==> src/assert_macros.svh <==
// ----------------------------------------------------------------------------
// Assertion macros
// Shared concurrent assertion wrappers, clocked and reset-qualified.
// ----------------------------------------------------------------------------
`ifndef ASSERT_MACROS_SVH
`define ASSERT_MACROS_SVH

// prop must hold at every clock edge outside reset
`define HPC_ASSERT(lbl, clk, rstn, prop) \
  lbl: assert property (@(posedge clk) disable iff (!(rstn)) (prop)) \
    else $error("hpc assertion failed");

// cond must never be true outside reset
`define HPC_ASSERT_NEVER(lbl, clk, rstn, cond) \
  lbl: assert property (@(posedge clk) disable iff (!(rstn)) (!(cond))) \
    else $error("hpc forbidden condition seen");

`endif

==> src/hpc_pkg.sv <==
// ----------------------------------------------------------------------------
// hpc_pkg
// Types and constants of the three-axis high-pass complement filter.
// ----------------------------------------------------------------------------
package hpc_pkg;

  localparam int AXES      = 3;
  localparam int SAMPLE_W  = 16;
  localparam int COEF_W    = 18;
  localparam int HP_W      = 34;
  localparam int RES_W     = 26;
  localparam int FRAC_W    = 16;
  localparam int RES_SHIFT = 8;
  localparam int CFG_IDX_W = 2;

  typedef logic signed [SAMPLE_W-1:0] sample_t;
  typedef logic signed [COEF_W-1:0]   coef_t;
  typedef logic signed [HP_W-1:0]     hp_t;
  typedef logic signed [RES_W-1:0]    res_t;

  typedef enum logic [CFG_IDX_W-1:0] {
    CFG_COEF_INPUT      = 2'd0,
    CFG_COEF_PREV_INPUT = 2'd1,
    CFG_COEF_FEEDBACK   = 2'd2
  } cfg_idx_e;

  localparam coef_t COEF_INPUT_RST      = 18'sd65066;
  localparam coef_t COEF_PREV_INPUT_RST = -18'sd65066;
  localparam coef_t COEF_FEEDBACK_RST   = 18'sd64596;

  typedef struct packed {
    coef_t a0;
    coef_t a1;
    coef_t b1;
  } coefs_t;

  typedef struct packed {
    logic load_a;
    logic load_b;
    logic load_c;
  } pipe_ctrl_t;

  typedef struct packed {
    logic valid_a;
    logic valid_b;
    logic valid_c;
  } pipe_stat_t;

endpackage

==> src/hpc_lane.sv <==
// ----------------------------------------------------------------------------
// hpc_lane
// One axis: feed-forward products, feedback recurrence with saturation,
// then rounded and saturated residual.
// ----------------------------------------------------------------------------
module hpc_lane (
  input  logic                clk_i,
  input  logic                rst_ni,
  input  hpc_pkg::pipe_ctrl_t ctrl_i,
  input  hpc_pkg::coefs_t     coefs_i,
  input  hpc_pkg::sample_t    sample_i,
  output hpc_pkg::res_t       residual_o
);
  import hpc_pkg::*;

  localparam int PROD_W = COEF_W + SAMPLE_W;
  localparam int P_W    = PROD_W + 1;
  localparam int FBP_W  = COEF_W + HP_W;
  localparam int FB_W   = FBP_W - FRAC_W;
  localparam int Y_W    = ((P_W > FB_W) ? P_W : FB_W) + 1;
  localparam int R_W    = HP_W + 1;
  localparam int RS_W   = R_W - RES_SHIFT;

  localparam logic signed [FBP_W-1:0] FB_HALF  = FBP_W'(1) << (FRAC_W - 1);
  localparam logic signed [R_W-1:0]   RES_HALF = R_W'(1) << (RES_SHIFT - 1);

  logic signed [PROD_W-1:0] m0, m1;
  logic signed [P_W-1:0]    p_d, pa_q;
  logic signed [FBP_W-1:0]  mfb, fb_rnd;
  logic signed [FB_W-1:0]   fb;
  logic signed [Y_W-1:0]    ysum;
  logic signed [R_W-1:0]    rsum;
  logic signed [RS_W-1:0]   rsh;
  sample_t                  xprev_q, xa_q, xb_q;
  hp_t                      yprev_q, y_d;
  res_t                     res_d, res_q;

  // stage A: terms that do not depend on the recurrence
  assign m0  = PROD_W'(coefs_i.a0) * PROD_W'(sample_i);
  assign m1  = PROD_W'(coefs_i.a1) * PROD_W'(xprev_q);
  assign p_d = P_W'(m0) + P_W'(m1);

  // stage B: feedback term, round half up, saturate
  assign mfb    = FBP_W'(coefs_i.b1) * FBP_W'(yprev_q);
  assign fb_rnd = mfb + FB_HALF;
  assign fb     = fb_rnd[FBP_W-1:FRAC_W];
  assign ysum   = Y_W'(pa_q) + Y_W'(fb);

  always_comb begin
    if ((&ysum[Y_W-1:HP_W-1]) || !(|ysum[Y_W-1:HP_W-1])) begin
      y_d = ysum[HP_W-1:0];
    end else if (ysum[Y_W-1]) begin
      y_d = {1'b1, {(HP_W-1){1'b0}}};
    end else begin
      y_d = {1'b0, {(HP_W-1){1'b1}}};
    end
  end

  // stage C: residual x - y, round half up, saturate
  assign rsum = R_W'(signed'({xb_q, {FRAC_W{1'b0}}})) - R_W'(yprev_q) + RES_HALF;
  assign rsh  = rsum[R_W-1:RES_SHIFT];

  always_comb begin
    if ((&rsh[RS_W-1:RES_W-1]) || !(|rsh[RS_W-1:RES_W-1])) begin
      res_d = rsh[RES_W-1:0];
    end else if (rsh[RS_W-1]) begin
      res_d = {1'b1, {(RES_W-1){1'b0}}};
    end else begin
      res_d = {1'b0, {(RES_W-1){1'b1}}};
    end
  end

  // filter state; yprev_q doubles as the stage B output register
  always_ff @(posedge clk_i or negedge rst_ni) begin
    if (!rst_ni) begin
      xprev_q <= '0;
      yprev_q <= '0;
    end else begin
      if (ctrl_i.load_a) begin
        xprev_q <= sample_i;
      end
      if (ctrl_i.load_b) begin
        yprev_q <= y_d;
      end
    end
  end

  always_ff @(posedge clk_i) begin
    if (ctrl_i.load_a) begin
      pa_q <= p_d;
      xa_q <= sample_i;
    end
    if (ctrl_i.load_b) begin
      xb_q <= xa_q;
    end
    if (ctrl_i.load_c) begin
      res_q <= res_d;
    end
  end

  assign residual_o = res_q;
endmodule

==> config.mk <==
export PLATFORM = sky130hd
export DESIGN_NAME = hpc_lane
export DESIGN_NICKNAME = d
export VERILOG_FILES = /design/src/assert_macros.svh /design/src/hpc_pkg.sv /design/src/hpc_lane.sv
export SDC_FILE = /design/constraint.sdc
export NUM_CORES = 2
export LEC_CHECK = 0
export ABC_CLOCK_PERIOD_IN_PS = 11690
export BUFFER_PORTS_ARGS = -buffer_cell sky130_fd_sc_hd__buf_4
export CORE_ASPECT_RATIO = 0.5
export CORE_MARGIN = 5
export CORE_UTILIZATION = 40
export DETAILED_ROUTE_END_ITERATION = 12
export GPL_ROUTABILITY_DRIVEN = 1
export PLACE_DENSITY_LB_ADDON = 0.08
export SLEW_MARGIN = 40
export SYNTH_ARGS = -nofsm -noshare
export SYNTH_HDL_FRONTEND = slang
export SYNTH_SLANG_ARGS = --single-unit
==> constraint.sdc <==
create_clock -name clk_i -period 11.69 [get_ports clk_i]
set_input_delay 0.5845 -clock clk_i [delete_from_list [all_inputs] [get_ports clk_i]]
set_output_delay 0.5845 -clock clk_i [all_outputs]
set_load 0.02 [all_outputs]
==> qor.log <==
qor: logic_synthesis.postSynthCellCount 5285
qor: critical_path.timing.reg2reg.worst_path_depth 34
qor: logic_synthesis.synthArstFlopShare 35.0%
qor: critical_path.critical_path_sink_type flop
qor: sta.final-max-slew-violation-count 0
qor: sta.finalHoldWorstSlack 172 ps
qor: clock_tree.tritoncts.num_buffers 17
qor: route.detailedRoute.firstIterationViolations 2018
qor: critical_path.timing.reg2reg.setup_slack 640 ps
qor: critical_path.worst_ep_arrival_time 11320 ps
qor: clock_tree.cts_root_buf sky130_fd_sc_hd__clkbuf_16
qor: place.detailedPlacementHpwl 118000 um
qor: logic_synthesis.yosysSeqAreaShare 8.12%
qor: layout.layout-drive-gt1-share 4.48%
qor: sta.max-slew-margin-rel 40.8%
qor: logic_synthesis.ys.flop_type sky130_fd_sc_hd__edfxtp_1
qor: clock_tree.postCtsSetupBuffers 0
qor: global_routing.grt_util_all_layers 22.1%
qor: critical_path.critical-path-max-stage-delay 890 ps
qor: clock_tree.post_cts_resized 0
qor: global_routing.grt_remaining_overflow 0
qor: sta.report.final.hold_viol_count 0
qor: run.max_cap_violations 0
qor: global_routing.first_global_vias 37700
qor: die.initial_utilization 40.3%
qor: critical_path.start_kind flop
qor: sta.rsz0062_at_grt no
qor: global_routing.grt_start_max_net_pins 68
qor: die.rows 91
qor: clock_tree.clock_tree.htree_level_count 4
qor: critical_path.critPathMaxFanout 19
qor: die.placeableCoreArea 123000 um2
qor: layout.num-nets-final 6844
qor: route.drtPass1Iterations 8
qor: sta.max_clock_freq 90.5 MHz
qor: critical_path.path_delay_family compound AO/OA/AOI/OAI gates
qor: logic_synthesis.yosys.cell_types.count 76
qor: run_status.run_status finished clean
qor: critical_path.rr_startpoint yprev_q[11]
qor: sta.fin_worst_skew 17.0 ps
qor: route.drt-total-wl 140000 um
qor: global_routing.grt_first_pass_wirelength 226000 um
qor: place.place.port_buffers 100
qor: die.die_width 509 um
qor: logic_synthesis.avgSynthCellArea 9.42 um2
qor: sta.layout_worst_path_cycle_share 94.6%
qor: clock_tree.cts.sinks 143
qor: logic_synthesis.syn_area 49800 um2
qor: sta.setup_viol_count_final 0
qor: critical_path.timing.rr.end yprev_q[29]
qor: logic_synthesis.mappedNetlistNets 6921
qor: clock_tree.cts_buffer_depth 2
qor: route.antenna_violating_nets_post_route 0
qor: logic_synthesis.synth_edf_count 93
qor: die.io-pin-count 101
qor: critical_path.setup.worst_path.start yprev_q[11]
qor: hold_path.min_path_type input pin to async pin
qor: route.route.detailed.vias_per_inst 4.94
qor: logic_synthesis.synth-warning-count 0
qor: global_routing.grt_antenna_before_repair 4
qor: clock_tree.cts_tree built
qor: critical_path.worstSetupPathType flop to flop
qor: route.drt_drc_violations_left 0
qor: die.die_h 259 um
qor: logic_synthesis.synth_seq_cells 143
qor: sta.timing_worst_slew_pin_value 879 ps
qor: clock_tree.path_clk_slew 70 ps
qor: layout.area_growth 5.86%
qor: die.die_outline_area 132000 um2
qor: layout.fill_cells 12200
qor: place.globalplace.congestion 0.884
qor: clock_tree.clkLatencyLatePin 450 ps
qor: critical_path.crit_buf_inv 5
qor: clock_tree.cts_hold_buffers 0
qor: critical_path.slowest_stage sky130_fd_sc_hd__dfrtp_1
qor: route.wire_per_inst 20.2 um
qor: route.via_count 34000
qor: critical_path.critPathRequiredTime 11960 ps
qor: sta.setup-tns-final 0 ps
qor: sta.final_period_minus_worst_setup_slack 11050 ps
-- cells in the mapped netlist, types with 12 or more instances --
cell,count,area [um2]
sky130_fd_sc_hd__a21o_1,48,360
sky130_fd_sc_hd__a21oi_1,91,455
sky130_fd_sc_hd__a221o_1,26,260
sky130_fd_sc_hd__a31oi_1,13,81.3
sky130_fd_sc_hd__and2_1,445,2780
sky130_fd_sc_hd__clkbuf_1,224,841
sky130_fd_sc_hd__dfrtp_1,50,1250
sky130_fd_sc_hd__edfxtp_1,93,2790
sky130_fd_sc_hd__fa_1,1230,24600
sky130_fd_sc_hd__ha_1,331,4140
sky130_fd_sc_hd__inv_1,1378,5170
sky130_fd_sc_hd__mux2_2,17,191
sky130_fd_sc_hd__nand2_1,733,2750
sky130_fd_sc_hd__nand2b_1,39,244
sky130_fd_sc_hd__nand3_1,13,65.1
sky130_fd_sc_hd__nand4_1,16,100
sky130_fd_sc_hd__nor2_1,112,420
sky130_fd_sc_hd__nor2b_1,17,106
sky130_fd_sc_hd__nor3_1,25,125
sky130_fd_sc_hd__o21a_1,22,165
sky130_fd_sc_hd__o21ai_0,45,225
sky130_fd_sc_hd__o21ai_1,12,60.1
sky130_fd_sc_hd__o21bai_1,16,120
sky130_fd_sc_hd__xnor2_1,95,832
sky130_fd_sc_hd__xor2_1,48,420
-- sequential cells by signal, summed over array words and instances (netlist names) --
name,cells
pa_q,35
yprev_q,34
xb_q,16
xprev_q,16
residual_o,26
xa_q,16
-- worst max-delay path by stage --
stage / to / slack, ps / depth (start not counted)
after floorplan: yprev_q[18] / 2250 / 36
after global placement: yprev_q[9] / 440 / 35
after detailed placement: yprev_q[29] / 600 / 35
after CTS: yprev_q[29] / 680 / 32
after global routing: yprev_q[29] / 190 / 32
final: yprev_q[29] / 640 / 34
-- area by class of cell --
type                            count  area, um2  share of cell area [%]
Multi-Input combinational cell   3523      39700                    75.2
Inverter                         1380       5180                    9.83
Sequential cell                   143       4050                    7.68
Tap cell                         1674       2090                    3.97
Timing Repair Buffer              143       1080                    2.05
Clock buffer                       17        425                   0.807
Clock inverter                     15        215                   0.408
Antenna cell                        2       5.00                 0.00950
-- logic make-up (layout without fill, tap and decap cells) --
logic type	count (synthesis)	in the layout	share of synthesized area (%)
AOI/OAI and AO/OA	356	356	5.00
xor gates and xnor gates	143	143	2.52
adders and majority gates	1561	1561	57.8
buffers and inverters	1619	1555	12.3
DFF	143	143	8.12
muxes	18	18	0.430
other	0	2	0
and+or+nand+nor	1445	1445	13.9
-- layer usage --
layer  global-route usage [%]  wire, um  up-vias
met5                        0         0        -
met4                     3.07      1570        0
met3                     2.19      7300       79
met2                     34.8     62600      815
met1                     34.0     68000    17900
li1                         -         -    15200
-- layout by cell type, fill, tap and decap left out, types with 45 or more instances in the layout --
| master | n |
|---|---|
| sky130_fd_sc_hd__a21o_1 | 48 |
| sky130_fd_sc_hd__a21oi_1 | 90 |
| sky130_fd_sc_hd__and2_1 | 445 |
| sky130_fd_sc_hd__buf_4 | 141 |
| sky130_fd_sc_hd__dfrtp_1 | 45 |
| sky130_fd_sc_hd__edfxtp_1 | 93 |
| sky130_fd_sc_hd__fa_1 | 1230 |
| sky130_fd_sc_hd__ha_1 | 330 |
| sky130_fd_sc_hd__inv_1 | 1378 |
| sky130_fd_sc_hd__nand2_1 | 733 |
| sky130_fd_sc_hd__nor2_1 | 112 |
| sky130_fd_sc_hd__o21ai_0 | 45 |
| sky130_fd_sc_hd__xnor2_1 | 95 |
| sky130_fd_sc_hd__xor2_1 | 48 |
-- through the flow --
step	cells	instance area, um2	utilization, %	setup WS, ps
floorplan	5285	49800	-	2250
global placement	6862	52000	42.2	441
detailed placement	6862	52000	42.2	604
CTS	6894	52700	42.7	675
global route	6895	52700	42.7	190
finish	6897	52700	42.7	636
Power is left out: the tool's default activity adds up to more than one toggle a clock period on the data nets, which glitch-free logic cannot reach.
