--- src/assert_macros.svh ---
// ----------------------------------------------------------------------------
// Assertion macros
// Shared concurrent assertion wrappers, clocked and reset-qualified.
// ----------------------------------------------------------------------------
`ifndef ASSERT_MACROS_SVH
`define ASSERT_MACROS_SVH

// prop must hold at every clock edge outside reset
`define HPC_ASSERT(lbl, clk, rstn, prop) \
  lbl: assert property (@(posedge clk) disable iff (!(rstn)) (prop)) \
    else $error("hpc assertion failed");

// cond must never be true outside reset
`define HPC_ASSERT_NEVER(lbl, clk, rstn, cond) \
  lbl: assert property (@(posedge clk) disable iff (!(rstn)) (!(cond))) \
    else $error("hpc forbidden condition seen");

`endif

--- src/hpc_pkg.sv ---
// ----------------------------------------------------------------------------
// hpc_pkg
// Types and constants of the three-axis high-pass complement filter.
// ----------------------------------------------------------------------------
package hpc_pkg;

  localparam int AXES      = 3;
  localparam int SAMPLE_W  = 16;
  localparam int COEF_W    = 18;
  localparam int HP_W      = 34;
  localparam int RES_W     = 26;
  localparam int FRAC_W    = 16;
  localparam int RES_SHIFT = 8;
  localparam int CFG_IDX_W = 2;

  typedef logic signed [SAMPLE_W-1:0] sample_t;
  typedef logic signed [COEF_W-1:0]   coef_t;
  typedef logic signed [HP_W-1:0]     hp_t;
  typedef logic signed [RES_W-1:0]    res_t;

  typedef enum logic [CFG_IDX_W-1:0] {
    CFG_COEF_INPUT      = 2'd0,
    CFG_COEF_PREV_INPUT = 2'd1,
    CFG_COEF_FEEDBACK   = 2'd2
  } cfg_idx_e;

  localparam coef_t COEF_INPUT_RST      = 18'sd65066;
  localparam coef_t COEF_PREV_INPUT_RST = -18'sd65066;
  localparam coef_t COEF_FEEDBACK_RST   = 18'sd64596;

  typedef struct packed {
    coef_t a0;
    coef_t a1;
    coef_t b1;
  } coefs_t;

  typedef struct packed {
    logic load_a;
    logic load_b;
    logic load_c;
  } pipe_ctrl_t;

  typedef struct packed {
    logic valid_a;
    logic valid_b;
    logic valid_c;
  } pipe_stat_t;

endpackage

--- src/hpc_ctrl.sv ---
// ----------------------------------------------------------------------------
// hpc_ctrl
// Valid/ready control of the three-stage lane pipeline; stages advance
// independently so bubbles collapse.
// ----------------------------------------------------------------------------
module hpc_ctrl (
  input  logic                clk_i,
  input  logic                rst_ni,
  input  logic                in_valid_i,
  input  logic                out_ready_i,
  output logic                in_ready_o,
  output logic                out_valid_o,
  output hpc_pkg::pipe_ctrl_t ctrl_o,
  output hpc_pkg::pipe_stat_t stat_o
);
  import hpc_pkg::*;

  logic va_q, vb_q, vc_q;
  logic va_d, vb_d, vc_d;
  logic rdy_a, rdy_b, rdy_c;

  assign rdy_c = !vc_q || out_ready_i;
  assign rdy_b = !vb_q || rdy_c;
  assign rdy_a = !va_q || rdy_b;

  assign ctrl_o.load_a = in_valid_i && rdy_a;
  assign ctrl_o.load_b = va_q && rdy_b;
  assign ctrl_o.load_c = vb_q && rdy_c;

  assign va_d = ctrl_o.load_a || (va_q && !rdy_b);
  assign vb_d = ctrl_o.load_b || (vb_q && !rdy_c);
  assign vc_d = ctrl_o.load_c || (vc_q && !out_ready_i);

  always_ff @(posedge clk_i or negedge rst_ni) begin
    if (!rst_ni) begin
      va_q <= 1'b0;
      vb_q <= 1'b0;
      vc_q <= 1'b0;
    end else begin
      va_q <= va_d;
      vb_q <= vb_d;
      vc_q <= vc_d;
    end
  end

  assign in_ready_o     = rdy_a;
  assign out_valid_o    = vc_q;
  assign stat_o.valid_a = va_q;
  assign stat_o.valid_b = vb_q;
  assign stat_o.valid_c = vc_q;
endmodule

--- config.mk ---
export PLATFORM = sky130hd
export DESIGN_NAME = hpc_ctrl
export DESIGN_NICKNAME = d
export VERILOG_FILES = /design/src/assert_macros.svh /design/src/hpc_pkg.sv /design/src/hpc_ctrl.sv
export SDC_FILE = /design/constraint.sdc
export NUM_CORES = 1
export LEC_CHECK = 0
export BUFFER_PORTS_ARGS = -buffer_cell sky130_fd_sc_hd__buf_2
export CELL_PAD_IN_SITES_DETAIL_PLACEMENT = 1
export CELL_PAD_IN_SITES_GLOBAL_PLACEMENT = 2
export CORE_AREA = 5 5 42 44
export DETAILED_ROUTE_END_ITERATION = 6
export DIE_AREA = 0 0 47 49
export PLACE_DENSITY = 0.6
export SETUP_SLACK_MARGIN = 0.2
export SLEW_MARGIN = 5
export SYNTH_ARGS = -nofsm -noshare
export SYNTH_HDL_FRONTEND = slang
export SYNTH_SLANG_ARGS = --single-unit
--- constraint.sdc ---
create_clock -name clk_i -period 1 [get_ports clk_i]
set_input_delay 0.15 -clock clk_i [delete_from_list [all_inputs] [get_ports clk_i]]
set_output_delay 0.15 -clock clk_i [all_outputs]
set_load 0.005 [all_outputs]
==> impl_metrics.tcl, run 1 <==
set metrics [dict create \
    outcome "complete, but fails checks" \
    violations "negative setup slack" \
    holdWs_ps 123 \
    synth_nets 19 \
    drv_cap 0 \
    min_period_ps 1190 \
    avgSynthCellArea_sq_um 11.2 \
    fin_worst_skew_ps 0.256 \
    peakVddDrop_uv 425 \
    min_path_type "in2reg" \
    critPathRequiredTime_ps 850 \
    setup_violations 8 \
    final_area_sq_um 340 \
    finish.utilization_pct 24.3 \
    worst_pin_slew_ps 176 \
    fp.dieH_um 49 \
    cp.arrival_ps 1040 \
    path_max_fanout 3 \
    syn2layout_area_growth_pct 103 \
    track_usage_pct 5.43 \
    core_area_sq_mm 0.00140 \
    vias 175 \
    rows 14 \
    grt_max_degree 7 \
    cts_tree "yes" \
    yosysUniqueCellTypes 9 \
    place_inst 39 \
    port_buffers 11 \
    h-tree-depth 1 \
    fin_ws_ps -187 \
    worst-path-buf-inv 1 \
    clkTransAtPathRegs_ps 40 \
    cts_buffers 3 \
    clock_path_buffers 2 \
    routed_wl_um 526 \
    setup.worst_path.end_class "primary output" \
    drive_above_1_share_pct 75.8 \
    drt_pass1_iterations 2 \
    gr-usage-met2_pct 6.56 \
    slowest_stage "dfrtp_1" \
    die_area_sq_mm 0.00230 \
    grt_first_pass_wirelength_um 793 \
    busiest_layer "met2" \
    finalCritPeriodShare_pct 119 \
    die_w_um 47 \
    antenna_found_initial 0 \
    globalplace.congestion 0.650 \
    diodes 0 \
    num_io_pins 12 \
    ant_nets 0 \
    path_cells "nand4b_4 > and2_4 > buf_6" \
    fmax_mhz 843 \
    power_density_mw_per_mm2 1450 \
    overflow 0 \
    cts_root_buf "clkbuf_4" \
    avgRoutedWirePerCell_um 10.7 \
    ys_seq_elements 3 \
    clk_latency_ps 230 \
    grt_util_met3_pct 5.54 \
    start_util_pct 12.0 \
    drv_slew 0 \
    setup_tns_ps -858 \
    relSlewSlack_pct 88.3 \
    dp_hpwl_um 364 \
    startpoint_type "flop" \
    place_area_sq_um 241 \
    rsz0062_at_grt "yes" \
    layout.nets 38 \
    synth_area_sq_um 168 \
    p_leak_uw 0.000166 \
    drc 0 \
    vias_per_cell 3.57 \
    yosysSeqAreaShare_pct 44.8 \
    final_hold_viol_count 0 \
    yosysWarnings 0 \
    critPathTopFamily "flip-flops" \
    critPathKind "reg2out" \
    cts_sinks 3 \
    cpPeakStageDelay_ps 410 \
    syn_inst 15 \
    grt_pass1_vias 190 \
    fin_cells 49 \
    grt_util_met1_pct 4.64 \
    first_iter_violations 1 \
]
[flip-flops by register name (all words and copies together), names as in the netlist]
name         cells
va_q             1
out_valid_o      1
vb_q             1
[area by class of cell]
cell class,instances,area [sq um]
clock buffer,4,26.3
fill,178,1060
tap,16,20.0
sequential,3,77.6
multi-input combinational,9,90.1
timing repair buffer,17,126
[timing repair]
action / 4_1_cts / 5_1_grt
endpoints found under the hold margin: 3 / 0
setup endpoints to repair: 9 / 10
pin swaps: 1 / 2
setup buffers: 3 / 2
hold buffers: 1 / 0
resized for setup: 4 / 2
[cell families after synthesis]
| kind of cell | count (synthesis) | synth area share (%) |
|---|---|---|
| and+or+nand+nor | 7 | 32.8 |
| AOI/OAI and AO/OA | 2 | 8.96 |
| DFF | 3 | 44.8 |
| buffers and inverters | 3 | 13.4 |
[Yosys cell counts]
| library cell | count | area [sq um] |
|---|---|---|
| and2_4 | 1 | 8.76 |
| nor2b_1 | 1 | 6.26 |
| nand2b_1 | 3 | 18.8 |
| and2_1 | 1 | 6.26 |
| nand4b_2 | 1 | 15.0 |
| a21o_1 | 1 | 7.51 |
| dfrtp_1 | 3 | 75.1 |
| a21boi_1 | 1 | 7.51 |
| buf_4 | 3 | 22.5 |
[per-stage QoR]
stage | setup slack (ps) | power (uW)
after floorplan | 151 | 209
after global placement | 55.5 | 236
after detailed placement | 17.5 | 241
after CTS | -199 | 496
after global routing | -253 | 538
final | -187 | 493
[power breakdown]
part           switching (uW)  total (uW)  internal [uW]
Sequential               18.6         153            134
Combinational            43.2         130           86.8
Clock                    60.8         210            149
Total                     123         493            370
[cells in the final DEF (no fill, tap or decap), types with 2 or more instances in the layout]
master,Yosys,layout
clkbuf_4,0,3
nand2b_1,3,3
buf_6,0,5
dfrtp_2,0,2
buf_2,0,9
buf_4,3,2
[final timing paths]
check,to,start,slack [ps],depth (start not counted)
min,va_q,in_valid_i,120,2
max,ctrl_o[2],va_q,-190,3
min in group asynchronous,vb_q,rst_ni,250,2
max reg2reg,vb_q,va_q,-20,4
max in group asynchronous,out_valid_o,rst_ni,630,2
min reg2reg,vb_q,vb_q,580,1
[routing by layer]
layer	wire length, um	up-vias
met4	0	0
met2	235	12
li1	-	82
met5	0	-
met3	69	0
met1	221	81
Note: power is estimated with default switching activity, not from simulation.
==> run 2, diff against run 1 <==
--- a/config.mk
+++ b/config.mk
@@ -5,13 +5,14 @@
 export SDC_FILE = /design/constraint.sdc
 export NUM_CORES = 1
 export LEC_CHECK = 0
+export ABC_AREA = 1
 export BUFFER_PORTS_ARGS = -buffer_cell sky130_fd_sc_hd__buf_2
 export CELL_PAD_IN_SITES_DETAIL_PLACEMENT = 1
 export CELL_PAD_IN_SITES_GLOBAL_PLACEMENT = 2
-export CORE_AREA = 5 5 42 44
+export CORE_AREA = 3 3 40 42
 export DETAILED_ROUTE_END_ITERATION = 6
-export DIE_AREA = 0 0 47 49
-export PLACE_DENSITY = 0.6
+export DIE_AREA = 0 0 43 45
+export PLACE_DENSITY_LB_ADDON = 0.1
 export SETUP_SLACK_MARGIN = 0.2
 export SLEW_MARGIN = 5
 export SYNTH_ARGS = -nofsm -noshare
==> run 2 against run 1 <==
The run still ends with negative setup slack left. Flip-flop and latch count unchanged. Wire length down 9.9%. Fmax up 3.6%. Critical path type unchanged. Largest cell class unchanged. Highest routed layer unchanged.
==> impl_metrics.tcl, run 2 <==
set metrics [dict create \
    diodes 0 \
    r2r-start "out_valid_o" \
    pre_cts_slack_ps 32.9 \
    drive_above_1_share_pct 56.4 \
    synth_area_sq_um 165 \
    synth_edf_count 0 \
    h-tree-depth 1 \
    num_io_pins 12 \
    vias_per_cell 3.43 \
    finalCritPeriodShare_pct 115 \
    p_leak_uw 0.000180 \
    fin_worst_skew_ps 1.66 \
    start_util_pct 12.9 \
    drc 0 \
    avgSynthCellArea_sq_um 7.86 \
    antenna_found_initial 0 \
    cts_buffers 3 \
    min_path_type "in2reg" \
    vias 185 \
    grt_max_degree 7 \
    avgRoutedWirePerCell_um 8.78 \
    ant_nets 0 \
    yosys-top-cells-count "inv_1, nand2_1, buf_4, dfrtp_1" \
    critPathKind "reg2out" \
    worstRegToRegCells 4 \
    clk_latency_ps 230 \
    port_buffers 11 \
    ys.flop_type "dfrtp_1" \
    power_density_mw_per_mm2 1480 \
    drv_cap 0 \
    overflow 0 \
    synth.area.top_cells "dfrtp_1, buf_4, inv_1" \
    peakVddDrop_uv 393 \
    worst-r2r-setup-slack_ps 110 \
    hold_depth 3 \
    die_area_sq_mm 0.00194 \
    cts_root_buf "clkbuf_4" \
    yosysWarnings 0 \
    die_w_um 43 \
    nFillCells 168 \
    r2r-end "va_q" \
    synth_top_area_share_pct 45.5 \
    clock_path_buffers 2 \
    rsz0062_at_grt "yes" \
    routed_wl_um 474 \
    setup.worst_path.end_class "primary output" \
    synth_area_leader_cell "dfrtp_1" \
    cts_tree "yes" \
    synth_nets 25 \
    cts_sinks 3 \
    rows 13 \
    globalplace.congestion 0.575 \
    fin_ws_ps -145 \
    syn_inst 21 \
    core_area_sq_mm 0.00128 \
    drv_slew 0 \
    setup_violations 7 \
    worst_hold_path.endpoint "va_q" \
    startpoint_type "flop" \
    first_iter_violations 1 \
    fp.dieH_um 45 \
    worst_pin_slew_ps 182 \
    relSlewSlack_pct 87.9 \
    dp_hpwl_um 349 \
    final_common_cell "buf_2" \
    ys_seq_elements 3 \
    hold_start "in_valid_i" \
    outcome "complete, but fails checks" \
    layout.nets 44 \
    grt_first_pass_wirelength_um 759 \
    fmax_mhz 873 \
    final_cell_mix "buf_2, inv_1, nand2_1" \
    async_reset_ff_share_pct 100 \
    grt_pass1_vias 198 \
    yosysSeqAreaShare_pct 45.5 \
    setup_tns_ps -620 \
    crit_start "out_valid_o" \
    yosysUniqueCellTypes 7 \
    clkTransAtPathRegs_ps 40 \
    path_max_fanout 6 \
    final_hold_viol_count 0 \
    critPathRequiredTime_ps 850 \
    track_usage_pct 6.09 \
    syn2layout_area_growth_pct 93.9 \
    min_period_ps 1150 \
    drt_pass1_iterations 2 \
    cp.arrival_ps 1000 \
    violations "negative setup slack" \
]
[run 2: final cells by class]
cell class	count	area, sq um	area share, %
Inverter	6	22.5	7.03
Timing Repair Buffer	17	120	37.5
Sequential cell	3	76.3	23.8
Tap cell	15	18.8	5.86
Clock buffer	4	26.3	8.20
Multi-Input combinational cell	9	56.3	17.6
[run 2: critical path: stages, from the launching register on]
cell	delay [ps]
dfrtp_2	420
nand4_4	120
nand2_1	80
inv_1	30
buf_2	110
[run 2: through the flow]
step / cells / total power [uW] / area (sq um) / util (%) / hold WS [ps]
floorplan: 21 / 191 / 165 / - / -146
finish: 54 / 474 / 320 / 24.9 / 140
global route: 54 / 516 / 320 / 24.9 / 145
detailed placement: 44 / 222 / 216 / 16.8 / -50.5
global placement: 44 / 221 / 216 / 16.8 / -49.8
CTS: 52 / 467 / 287 / 22.3 / 127
[run 2: how the worst max path moves through the flow]
stage | end | slack [ps]
3_3_place_gp | ctrl_o[2] | 70
5_1_grt | ctrl_o[1] | -220
3_5_place_dp | ctrl_o[2] | 30
4_1_cts | ctrl_o[2] | -160
2_1_floorplan | ctrl_o[2] | 190
6_report | ctrl_o[2] | -150
[run 2: cells by family after synthesis]
group / after synthesis / synth area share [%]
buffers and inverters: 9 / 27.3
AND/OR/NAND/NOR: 8 / 24.2
flip-flops: 3 / 45.5
AO/OA/AOI/OAI: 1 / 3.03
[run 2: layer usage]
metal / wire length, um / vias up / track usage (%)
met5: 0 / - / 0
met4: 0 / 0 / 7.23
met3: 60 / 0 / 3.98
met2: 225 / 10 / 8.08
met1: 188 / 82 / 5.81
li1: - / 93 / -
[run 2: where the power goes]
| group | internal [uW] | switching, uW |
|---|---|---|
| Sequential | 133 | 16.1 |
| Clock | 149 | 59.1 |
| Combinational | 69.4 | 46.7 |
| Total | 352 | 122 |
[run 2: what timing repair did]
action                                  4_1_cts  5_1_grt
resized for setup                             3        4
buffers inserted                              3        2
endpoints found under the setup margin        8        9
pin swaps                                     1        1
cloned                                        0        0
endpoints found under the hold margin         3        0
hold buffers                                  1        0
